[src/hlp_pkg.sv]
package hlp_pkg;

    localparam int QUEUE_DEPTH = 4;
    localparam int QUEUE_AW    = $clog2(QUEUE_DEPTH);
    localparam int QUEUE_CW    = $clog2(QUEUE_DEPTH + 1);

    localparam logic [1:0] CFG_THRESHOLD_LOW  = 2'd0;
    localparam logic [1:0] CFG_THRESHOLD_HIGH = 2'd1;
    localparam logic [1:0] CFG_SOURCE_DEPTH   = 2'd2;

    localparam logic [7:0] THRESHOLD_LOW_RESET  = 8'd0;
    localparam logic [7:0] THRESHOLD_HIGH_RESET = 8'd128;
    localparam logic [4:0] SOURCE_DEPTH_RESET   = 5'd16;
    localparam logic [4:0] DEPTH_MIN            = 5'd1;
    localparam logic [4:0] DEPTH_MAX            = 5'd16;
    localparam logic [4:0] DEPTH_BYTE           = 5'd8;

    localparam logic [7:0] FIRST_BIT_MASK = 8'h80;
    localparam logic [2:0] LAST_BIT_POS   = 3'd7;

    typedef struct packed {
        logic [15:0] sample;
        logic        end_of_line;
    } in_item_t;

    typedef struct packed {
        logic [7:0] packed_byte;
        logic       last_byte;
        logic       threshold_error;
    } out_item_t;

    typedef enum logic [1:0] {
        CLS_BLACK,
        CLS_WHITE,
        CLS_HOLD
    } cls_t;

    typedef struct packed {
        cls_t cls;
        logic eol;
        logic err;
    } queue_entry_t;

endpackage

[src/hlp_front.sv]
module hlp_front (
    input  logic                  clk,
    input  logic                  rst_n,
    input  logic                  cfg_write,
    input  logic [1:0]            cfg_index,
    input  logic [7:0]            cfg_data,
    input  logic                  in_valid,
    input  hlp_pkg::in_item_t     in_item,
    input  logic                  queue_full,
    output logic                  push,
    output hlp_pkg::queue_entry_t push_entry
);
    import hlp_pkg::*;

    logic [7:0]  threshold_low_reg;
    logic [7:0]  threshold_high_reg;
    logic [4:0]  source_depth_reg;
    logic [4:0]  depth;
    logic [15:0] scaled_low;
    logic [15:0] scaled_high;
    logic        inverted;

    always_ff @(posedge clk or negedge rst_n)
    begin
        if (!rst_n)
        begin
            threshold_low_reg  <= THRESHOLD_LOW_RESET;
            threshold_high_reg <= THRESHOLD_HIGH_RESET;
            source_depth_reg   <= SOURCE_DEPTH_RESET;
        end
        else if (cfg_write)
        begin
            case (cfg_index)
                CFG_THRESHOLD_LOW:  threshold_low_reg  <= cfg_data;
                CFG_THRESHOLD_HIGH: threshold_high_reg <= cfg_data;
                CFG_SOURCE_DEPTH:   source_depth_reg   <= cfg_data[4:0];
                default:            ;
            endcase
        end
    end

    always_comb
    begin
        if (source_depth_reg < DEPTH_MIN)
            depth = DEPTH_MIN;
        else if (source_depth_reg > DEPTH_MAX)
            depth = DEPTH_MAX;
        else
            depth = source_depth_reg;

        if (depth >= DEPTH_BYTE)
        begin
            scaled_low  = {8'd0, threshold_low_reg}  << (depth - DEPTH_BYTE);
            scaled_high = {8'd0, threshold_high_reg} << (depth - DEPTH_BYTE);
        end
        else
        begin
            scaled_low  = {8'd0, threshold_low_reg}  >> (DEPTH_BYTE - depth);
            scaled_high = {8'd0, threshold_high_reg} >> (DEPTH_BYTE - depth);
        end
    end

    assign inverted = threshold_low_reg > threshold_high_reg;

    // With inverted thresholds only the end-of-line item has any effect.
    always_comb
    begin
        push_entry.eol = in_item.end_of_line;
        push_entry.err = inverted;
        if (in_item.sample >= scaled_high)
            push_entry.cls = CLS_WHITE;
        else if (in_item.sample <= scaled_low)
            push_entry.cls = CLS_BLACK;
        else
            push_entry.cls = CLS_HOLD;
        push = in_valid && !queue_full && (!inverted || in_item.end_of_line);
    end

endmodule

[src/hlp_queue.sv]
module hlp_queue (
    input  logic                  clk,
    input  logic                  rst_n,
    input  logic                  push,
    input  hlp_pkg::queue_entry_t push_entry,
    input  logic                  pop,
    output hlp_pkg::queue_entry_t pop_entry,
    output logic                  full,
    output logic                  not_empty
);
    import hlp_pkg::*;

    queue_entry_t          entries [QUEUE_DEPTH];
    logic [QUEUE_AW-1:0]   wr_ptr_reg;
    logic [QUEUE_AW-1:0]   rd_ptr_reg;
    logic [QUEUE_CW-1:0]   count_reg;
    logic [QUEUE_CW-1:0]   count_next;

    always_ff @(posedge clk)
    begin
        if (push)
            entries[wr_ptr_reg] <= push_entry;
    end

    always_comb
    begin
        count_next = count_reg;
        if (push && !pop)
            count_next = count_reg + QUEUE_CW'(1);
        else if (pop && !push)
            count_next = count_reg - QUEUE_CW'(1);
    end

    always_ff @(posedge clk or negedge rst_n)
    begin
        if (!rst_n)
        begin
            wr_ptr_reg <= '0;
            rd_ptr_reg <= '0;
            count_reg  <= '0;
        end
        else
        begin
            if (push)
                wr_ptr_reg <= wr_ptr_reg + QUEUE_AW'(1);
            if (pop)
                rd_ptr_reg <= rd_ptr_reg + QUEUE_AW'(1);
            count_reg <= count_next;
        end
    end

    assign pop_entry = entries[rd_ptr_reg];
    assign full      = count_reg == QUEUE_CW'(QUEUE_DEPTH);
    assign not_empty = count_reg != '0;

endmodule

[src/hlp_back.sv]
module hlp_back (
    input  logic                  clk,
    input  logic                  rst_n,
    input  logic                  not_empty,
    input  hlp_pkg::queue_entry_t pop_entry,
    output logic                  pop,
    output logic                  out_valid,
    input  logic                  out_stall,
    output hlp_pkg::out_item_t    out_item
);
    import hlp_pkg::*;

    logic       previous_white_reg;
    logic       previous_white_next;
    logic [2:0] bit_position_reg;
    logic [2:0] bit_position_next;
    logic [7:0] partial_byte_reg;
    logic [7:0] partial_byte_next;
    logic       out_valid_reg;
    logic       out_valid_next;
    out_item_t  out_item_reg;
    out_item_t  out_item_next;
    logic       white;
    logic [7:0] merged;

    assign pop = not_empty && (!out_valid_reg || !out_stall);

    always_comb
    begin
        case (pop_entry.cls)
            CLS_WHITE: white = 1'b1;
            CLS_BLACK: white = 1'b0;
            default:   white = previous_white_reg;
        endcase
        merged = partial_byte_reg | (white ? (FIRST_BIT_MASK >> bit_position_reg) : 8'd0);

        previous_white_next = previous_white_reg;
        bit_position_next   = bit_position_reg;
        partial_byte_next   = partial_byte_reg;
        out_item_next       = out_item_reg;
        out_valid_next      = out_valid_reg && out_stall;

        if (pop)
        begin
            if (pop_entry.err)
            begin
                previous_white_next           = 1'b0;
                bit_position_next             = '0;
                partial_byte_next             = '0;
                out_valid_next                = 1'b1;
                out_item_next.packed_byte     = '0;
                out_item_next.last_byte       = 1'b1;
                out_item_next.threshold_error = 1'b1;
            end
            else if (bit_position_reg == LAST_BIT_POS || pop_entry.eol)
            begin
                previous_white_next           = pop_entry.eol ? 1'b0 : white;
                bit_position_next             = '0;
                partial_byte_next             = '0;
                out_valid_next                = 1'b1;
                out_item_next.packed_byte     = merged;
                out_item_next.last_byte       = pop_entry.eol;
                out_item_next.threshold_error = 1'b0;
            end
            else
            begin
                previous_white_next = white;
                bit_position_next   = bit_position_reg + 3'd1;
                partial_byte_next   = merged;
            end
        end
    end

    always_ff @(posedge clk or negedge rst_n)
    begin
        if (!rst_n)
        begin
            previous_white_reg <= 1'b0;
            bit_position_reg   <= '0;
            partial_byte_reg   <= '0;
            out_valid_reg      <= 1'b0;
        end
        else
        begin
            previous_white_reg <= previous_white_next;
            bit_position_reg   <= bit_position_next;
            partial_byte_reg   <= partial_byte_next;
            out_valid_reg      <= out_valid_next;
        end
    end

    always_ff @(posedge clk)
    begin
        out_item_reg <= out_item_next;
    end

    assign out_valid = out_valid_reg;
    assign out_item  = out_item_reg;

endmodule

[src/hysteresis_lineart_packer_core.sv]
// Hysteresis line-art packer.
// Gray samples of a scan line enter on the input channel (in_valid, in_stall,
// in_item), one item per sample, with end_of_line set on the final sample.
// Packed line-art bytes leave on the output channel (out_valid, out_stall,
// out_item): one byte per eight samples, and a zero-padded byte marked last
// at the end of each line. With the low threshold above the high one, only
// the end-of-line sample yields an item, a zero byte with threshold_error set.
// Thresholds and source depth are written through cfg_write, cfg_index and
// cfg_data; the user must write them only while the block is idle, which the
// block itself does not enforce. Throughput is one sample per cycle while
// in_stall is low. The edge that accepts the sample which completes a result
// writes it into the four-entry queue between the classifier and the packer;
// the packer then pops it and loads its output register when not stalled.
// Reset restores the thresholds to 0 and 128 and the depth to 16, empties the
// queue and clears the packer. While the receiver stalls, the output item is
// held; the queue absorbs up to four more samples before in_stall rises.
module hysteresis_lineart_packer_core (
    input  logic               clk,
    input  logic               rst_n,
    input  logic               cfg_write,
    input  logic [1:0]         cfg_index,
    input  logic [7:0]         cfg_data,
    input  logic               in_valid,
    output logic               in_stall,
    input  hlp_pkg::in_item_t  in_item,
    output logic               out_valid,
    input  logic               out_stall,
    output hlp_pkg::out_item_t out_item
);
    import hlp_pkg::*;

    logic         push;
    logic         pop;
    logic         queue_full;
    logic         queue_not_empty;
    queue_entry_t push_entry;
    queue_entry_t pop_entry;

    hlp_front u_front (
        .clk        (clk),
        .rst_n      (rst_n),
        .cfg_write  (cfg_write),
        .cfg_index  (cfg_index),
        .cfg_data   (cfg_data),
        .in_valid   (in_valid),
        .in_item    (in_item),
        .queue_full (queue_full),
        .push       (push),
        .push_entry (push_entry)
    );

    hlp_queue u_queue (
        .clk        (clk),
        .rst_n      (rst_n),
        .push       (push),
        .push_entry (push_entry),
        .pop        (pop),
        .pop_entry  (pop_entry),
        .full       (queue_full),
        .not_empty  (queue_not_empty)
    );

    hlp_back u_back (
        .clk        (clk),
        .rst_n      (rst_n),
        .not_empty  (queue_not_empty),
        .pop_entry  (pop_entry),
        .pop        (pop),
        .out_valid  (out_valid),
        .out_stall  (out_stall),
        .out_item   (out_item)
    );

    assign in_stall = queue_full;

endmodule

[config.mk]
export PLATFORM = sky130hd
export DESIGN_NAME = hysteresis_lineart_packer_core
export DESIGN_NICKNAME = d
export VERILOG_FILES = /design/src/hlp_pkg.sv /design/src/hlp_front.sv /design/src/hlp_queue.sv /design/src/hlp_back.sv /design/src/hysteresis_lineart_packer_core.sv
export SDC_FILE = /design/constraint.sdc
export NUM_CORES = 1
export LEC_CHECK = 0
export BUFFER_PORTS_ARGS = -buffer_cell sky130_fd_sc_hd__buf_4
export CAP_MARGIN = 20
export CELL_PAD_IN_SITES_DETAIL_PLACEMENT = 0
export CELL_PAD_IN_SITES_GLOBAL_PLACEMENT = 1
export CORE_UTILIZATION = 40
export DETAILED_ROUTE_END_ITERATION = 10
export GPL_TIMING_DRIVEN = 1
export PLACE_DENSITY_LB_ADDON = 0.3
export SLEW_MARGIN = 20
export SYNTH_ARGS = -nofsm -noshare
export SYNTH_HDL_FRONTEND = slang
export SYNTH_SLANG_ARGS = --single-unit
export TNS_END_PERCENT = 5
[constraint.sdc]
create_clock -name clk -period 8 [get_ports clk]
set_clock_uncertainty 0.15 [all_clocks]
set_input_delay 0.4 -clock clk [delete_from_list [all_inputs] [get_ports clk]]
set_output_delay 0.4 -clock clk [all_outputs]
set_load 0.01 [all_outputs]
==> metrics.cfg, run 1 <==
[die]
start_util_pct=41.47
die_height_um=114.3
core-area_mm2=0.01216
io_pins=44
die_w_um=114.3
die_area_mm2=0.01306
num_rows=40

[logic_synthesis]
avgSynthCellArea_um2=9.681
synthTopCellsByCount=nand2_1 (58), a21oi_1 (54), ha_1 (52)
synth_ff_type=dfrtp_1
seq_area_frac_synth_pct=35.87
synth_edf_count=26
synth.distinct_cells=75
synth_top_area_cell=dfrtp_1
ys_top_cells_by_area=dfrtp_1 (19%), edfxtp_1 (15%), ha_1 (13%)
synth-seq-cells=67
syn_area_mm2=0.005044
synth_fp_nets=606
synthesis.instances=521
yosysTopAreaCellShare_pct=19.35
ys_warn_count=0
synthArstFlopShare_pct=61.19
yosysMostFrequentCell=nand2_1

[cts]
clk_path_buf_depth=2
clock_sinks=67
htreeDepth=3
cts_inserted_buffers=9
post_cts_buffers=0
cts_tree=built
insertion_delay_ns=0.33
clk_pin_slew_ns=0.06
root_buffer=clkbuf_16
post_cts_resize_count=0

[layout]
layout.nets=637
drive_above_1_share_pct=18.49
final_cells=725
regArea_mm2=0.001809
n_antenna_cell=0
largest_reg_flops=16
multi_input_comb_area_mm2=0.003008
nFillCells=1157
area_growth_pct=14.39

[power_and_ir_drop]
p_leak_nw=2.427
p_sw_share_pct=41.39
p_per_area_mw_per_mm2=321.6
seqPwrFrac_pct=32.2
pwr-share-clk_pct=22.4
p_comb_share_pct=45.4
power_switching_mw=0.7680
vdd_drop_max_v=0.0001196
p_int_mw=1.087

[setup_path]
required_ns=7.92
cp-start-kind=flop
crit_type=flop to flop
r2r_cells=16
rr_endpoint=u_queue.entries[2][3]$_DFFE_PP_
crit_path_end_kind=flop
ff2ff_setup_slack_ns=2.28
crit_end=u_queue.entries[2][3]$_DFFE_PP_
arrival_ns=5.64
rr_startpoint=u_front.source_depth_reg[4]$_DFFE_PN1P_
cp_max_fo=32
setup.worst_path.start=u_front.source_depth_reg[4]$_DFFE_PN1P_

[place]
gp_congestion=0.9511
place.detailed.hpwl_um=10820
dp_slack_ns=2.458
io_buffers=43
placed_cells_incl_taps=708

[sta]
tightest_slew_ns=0.8405
min_period_ns=5.723
hold_violations=0
slew_headroom_pct=43.91
rsz0062_at_grt=no
setup_slack_ns=2.277
maxSlewViolCount=0
period_share_pct=71.54
tns_ns=0
finalSetupViolations=0
fmax_mhz=174.7
holdWs_ns=0.1420

[global_route]
grtUsageTotal_pct=22.95
gr-usage-met3_pct=3.441
grt-busiest-layer=met2
grtUsageMet1_pct=28.83
antenna_found_initial=0
grt_max_degree=42
use_met2_pct=38.95
grt_pass1_wl_um=22760
grt_pass1_vias=4262
grt-ovfl-total=0

[drt]
vias=4359
drcViolationCount=0
wl_per_cell_um=19.80
drt-pass1-iter-count=5
wl_um=14360
ant_nets=0
first_iter_violations=548
vias_per_cell=6.012

[status]
outcome=finished clean

[job]
max_cap_violations=0

[min_path]
hold_path.class=primary input to flop

worst min path at each step:
stage                     startpoint                                      to  slack (ns)  cells after the start
after detailed placement       rst_n       u_queue.wr_ptr_reg[0]$_DFFE_PN0P_        0.26                      1
after global placement         rst_n       u_queue.wr_ptr_reg[0]$_DFFE_PN0P_        0.26                      1
final                     in_item[0]         u_queue.entries[3][1]$_DFFE_PP_        0.14                      1
after floorplan                rst_n  u_back.bit_position_reg[0]$_DFFE_PN0P_       -0.05                      0
after CTS                 in_item[0]         u_queue.entries[1][1]$_DFFE_PP_        0.13                      1
after global routing      in_item[0]         u_queue.entries[3][1]$_DFFE_PP_        0.13                      1
cells in the final DEF, fill, tap and decap left out, drive strengths merged, types with 3 or more instances in the layout:
master,n
nand2,59
nand4,6
o211ai,5
o31ai,3
clkbuf,10
mux4,8
a311oi,4
mux2i,7
nor3,9
o22ai,5
dfrtp,39
o21ai,15
nand2b,9
nand3,9
inv,24
o21a,3
a21o,9
mux2,23
a221oi,4
edfxtp,26
xnor2,6
a21oi,55
nor2,42
and2,4
a32oi,5
and3,3
a31oi,12
nor2b,6
or2,3
ha,52
a211oi,4
a22oi,5
buf,44
routing by layer:
layer | vias to the layer above | share of wire [%]
li1 | 2012 | -
met1 | 2099 | 41
met2 | 203 | 48
met3 | 45 | 7.0
met4 | 0 | 4.1
met5 | - | 0
worst max-delay path, stage by stage (launching register included):
cell	delay (ns)
dfstp_2	0.91
and2b_1	0.44
inv_1	0.62
ha_1	0.38
nand2b_1	0.08
a21oi_1	0.25
nand2b_1	0.18
nor2_1	0.30
nand3_1	0.11
and3_1	0.20
ha_1	0.28
a211o_1	0.26
a21oi_1	0.13
o21ai_0	0.11
a221oi_1	0.36
o21ai_0	0.26
a311oi_1	0.44
cell type report:
cell class | count | share of cell area (%)
clock inverter | 6 | 1.193
tap | 168 | 3.643
timing repair buffer | 45 | 5.899
multi-input combinational | 407 | 52.14
inverter | 22 | 1.431
clock buffer | 10 | 4.337
sequential | 67 | 31.36
power by group through the flow:
stage / clock network (mW) / registers, mW / logic [mW]
2_1_floorplan: 0 / 0.552 / 0.637
3_3_place_gp: 0 / 0.599 / 0.827
3_5_place_dp: 0 / 0.601 / 0.835
4_1_cts: 0.423 / 0.595 / 0.840
5_1_grt: 0.439 / 0.608 / 0.933
6_report: 0.415 / 0.598 / 0.842
logic make-up after synthesis:
group | count (synthesis) | share of synthesized area [%]
adders and majority gates | 53 | 13.30
AOI/OAI and AO/OA | 147 | 19.20
DFF | 67 | 35.87
buffers and inverters | 47 | 4.490
muxes | 38 | 10.32
and+or+nand+nor | 161 | 15.28
xor gates and xnor gates | 8 | 1.538
timing repair:
item | in CTS | in global routing
setup endpoints to repair | 0 | 0
endpoints found under the hold margin | 39 | 0
hold buffers | 1 | 0
metrics by stage:
stage	area, µm²	util (%)	power (mW)
4_1_cts	5769	47.44	1.858
2_1_floorplan	5044	-	1.189
5_1_grt	5769	47.44	1.981
3_5_place_dp	5440	44.73	1.436
6_report	5769	47.44	1.855
3_3_place_gp	5440	44.73	1.426
(Power assumes the default switching activity.)
==> run 2: changes to the inputs <==
--- a/config.mk
+++ b/config.mk
@@ -5,6 +5,7 @@
 export SDC_FILE = /design/constraint.sdc
 export NUM_CORES = 1
 export LEC_CHECK = 0
+export ABC_AREA = 1
 export BUFFER_PORTS_ARGS = -buffer_cell sky130_fd_sc_hd__buf_4
 export CAP_MARGIN = 20
 export CELL_PAD_IN_SITES_DETAIL_PLACEMENT = 0
==> constraint.sdc (replaced) <==
create_clock -name clk -period 5.8 [get_ports clk]
set_clock_uncertainty 0.15 [all_clocks]
set_input_delay 0.29 -clock clk [delete_from_list [all_inputs] [get_ports clk]]
set_output_delay 0.29 -clock clk [all_outputs]
set_load 0.01 [all_outputs]
==> run 2 against run 1 <==
Critical path depth up 7. Global-route usage up 1.2 points. Count of clock-buffer cells in the layout down 1. Combinational power up 54%. First-iteration DRC count down 30%. Utilization down 1.0 points. Register-to-register slack worse by 1.0 ns. Maximum frequency up 26%. Total power up 39%. Non-clock buffer count unchanged. Via count up 19%. Sequential power up 25%.
==> metrics.cfg, run 2 <==
[die]
die_area_mm2=0.01395  ; +6.8%
start_util_pct=40.89  ; -0.58 points
num_rows=42  ; +5.0%
die_w_um=118.1  ; +3.4%
core-area_mm2=0.01319  ; +8.5%
die_height_um=118.1  ; +3.4%
io_pins=44  ; unchanged

[sta]
tightest_slew_ns=0.8868  ; +0.04633 ns
period_share_pct=78.32  ; +6.8 points
slew_headroom_pct=40.66  ; -3.2 points
fmax_mhz=220.1  ; +26%
finalSetupViolations=0  ; unchanged
maxSlewViolCount=0  ; unchanged
rsz0062_at_grt=no
hold_violations=0  ; unchanged
min_period_ns=4.543  ; -1.180 ns
tns_ns=0  ; unchanged

[logic_synthesis]
syn_area_mm2=0.005394  ; +6.9%
yosysMostFrequentCell=nand2_1
synth.distinct_cells=41  ; -45%
synth_top_area_cell=dfrtp_1
synth_edf_count=26  ; unchanged
ys_top_cells_by_area=dfrtp_1 (18%), nand2_1 (15%), edfxtp_1 (14%)
synthesis.instances=756  ; +45%
avgSynthCellArea_um2=7.135  ; -26%
seq_area_frac_synth_pct=33.54  ; -2.3 points
synthArstFlopShare_pct=61.19  ; unchanged
synthTopCellsByCount=nand2_1 (214), nand3_1 (110), inv_1 (91)
ys_warn_count=0  ; unchanged
yosysTopAreaCellShare_pct=18.09  ; -1.3 points
synth_fp_nets=841  ; +39%
synth_ff_type=dfrtp_1
synth-seq-cells=67  ; unchanged

[setup_path]
crit_path_end_kind=flop
r2r_cells=23  ; +7
required_ns=5.78  ; -2.14 ns
crit_type=flop to flop
rr_startpoint=u_front.source_depth_reg[4]$_DFFE_PN1P_
cp_max_fo=21  ; -34%
arrival_ns=4.52  ; -1.12 ns
crit_end=u_queue.entries[2][3]$_DFFE_PP_
ff2ff_setup_slack_ns=1.26  ; -1.02 ns
cp-start-kind=flop
rr_endpoint=u_queue.entries[2][3]$_DFFE_PP_
setup.worst_path.start=u_front.source_depth_reg[4]$_DFFE_PN1P_

[global_route]
grt-ovfl-total=0  ; unchanged
grt_max_degree=42  ; unchanged
grt_pass1_wl_um=26050  ; +14%
grtUsageTotal_pct=24.17  ; +1.2 points
antenna_found_initial=0  ; unchanged
grt_pass1_vias=5016  ; +18%

[min_path]
hold_path.class=primary input to flop

[job]
max_cap_violations=0  ; unchanged

[place]
io_buffers=43  ; unchanged
place_area_mm2=0.005817  ; +6.9%
gp_congestion=0.9791  ; +2.9%
place.detailed.hpwl_um=12680  ; +17%

[power_and_ir_drop]
p_per_area_mw_per_mm2=420.0  ; +31%
total_power_mw=2.572  ; +39%
vdd_drop_max_v=0.0001801  ; +51%
p_leak_nw=3.056  ; +26%

[cts]
cts_tree=built
insertion_delay_ns=0.33  ; about the same
clk_pin_slew_ns=0.05  ; about the same
clock_sinks=67  ; unchanged
root_buffer=clkbuf_16
clk_path_buf_depth=2  ; unchanged
cts_inserted_buffers=9  ; unchanged
htreeDepth=3  ; unchanged

[drt]
vias_per_cell=5.341  ; -11%
wl_um=16020  ; +12%
wl_per_cell_um=16.48  ; -17%
ant_nets=0  ; unchanged
vias=5191  ; +19%
drt-pass1-iter-count=5  ; unchanged
drcViolationCount=0  ; unchanged
first_iter_violations=382  ; -30%

[status]
outcome=finished clean

[layout]
area_growth_pct=13.55
mostFrequentLayoutCells=nand2_1 (214), nand3_1 (110), inv_1 (91), o21ai_0 (59), ha_1 (52)
drive_above_1_share_pct=10.68  ; -7.8 points
layout_commonest_cell=nand2_1
fin_area_mm2=0.006125  ; +6.2%
layout.nets=876  ; +38%
largest_reg_flops=16  ; unchanged
n_antenna_cell=0  ; unchanged

==> run 2: changes by cell type after synthesis, moves of 5 or more <==
cell,previous run,this run
nand2_1,58,214
nand3_1,9,110
inv_1,20,91
o21ai_0,13,59
mux2_2,22,1
a31oi_1,12,0
a21oi_1,54,44
a21o_1,9,0
nand2b_1,9,0
mux2i_1,7,0
nor2b_1,6,0
a32oi_1,5,0
mux4_2,5,0
nand2_2,1,6
==> run 2: metrics by stage <==
stage,utilization [%],hold slack [ns],setup WS [ns],instances
floorplan,-,-0.1556,2.512,756
global placement,44.10,0.1616,1.467,955
detailed placement,44.10,0.1668,1.379,955
CTS,46.40,0.007597,1.356,972
global route,46.43,0.02793,0.8183,972
finish,46.43,0.02391,1.257,972
==> run 2: layout make-up <==
cell class / count / area (µm²)
fillers: 1357 / 7066
multi-input cells: 571 / 3092
flip-flops and latches: 67 / 1809
inverters: 97 / 369.1
repair buffers: 45 / 340.3
clock buffers: 9 / 225.2
well taps: 176 / 220.2
clock inverters: 7 / 68.82
==> run 2: critical path, cell delays in order, from the launching register on <==
cell,delay [ns]
dfstp_2,0.84
nor2_4,0.18
inv_1,0.49
ha_1,0.31
nand3_1,0.10
nand2_2,0.21
inv_1,0.11
o21ai_0,0.22
nand2_1,0.08
nand2_1,0.08
nand2_1,0.06
nand2_1,0.06
a21oi_1,0.06
ha_1,0.30
inv_1,0.04
nor2_1,0.08
nor2_1,0.04
o21ai_0,0.34
nand2_1,0.09
nand3_1,0.09
nand2_1,0.05
nand2_1,0.05
nand2_1,0.04
nor2_1,0.24
==> run 2: per-layer routing <==
metal	GRT usage [%]	routed length (µm)
met2	37.28	7187
met3	4.215	904
met4	11.06	537
met5	0	0
met1	32.94	7386
==> run 2: cells by family after synthesis <==
family                     count (synthesis)  share of synthesized area [%]
and+or+nand+nor                          398                          32.54
muxes                                      1                         0.2088
DFF                                       67                          33.54
buffers and inverters                    118                          9.209
adders and majority gates                 53                          12.43
xor gates and xnor gates                   4                         0.6496
AOI/OAI and AO/OA                        115                          11.41
==> run 2: worst min-delay path by stage <==
stage,slack (ns),to,cells past startpoint,start
floorplan,-0.16,u_back.bit_position_reg[0]$_DFFE_PN0P_,0,rst_n
detailed placement,0.17,u_front.threshold_high_reg[5]$_DFFE_PN0P_,1,rst_n
CTS,0.008,u_back.out_valid$_DFF_PN0_,3,out_stall
finish,0.02,u_back.out_valid$_DFF_PN0_,3,out_stall
global placement,0.16,u_front.threshold_low_reg[0]$_DFFE_PN0P_,1,rst_n
global route,0.03,u_back.out_valid$_DFF_PN0_,3,out_stall
==> run 2: power by group <==
group          internal [mW]  leakage, nW  switching (mW)
logic                  0.426         2.15           0.870
registers              0.648        0.764          0.0973
clock network          0.331        0.143           0.201
total                   1.40         3.06            1.17
==> run 2: what timing repair did <==
action / in CTS / in global routing
resized for setup: 0 / 0
endpoints found under the setup margin: 0 / 0
hold buffers: 1 / 0
setup buffers: 0 / 0
endpoints found under the hold margin: 39 / 0
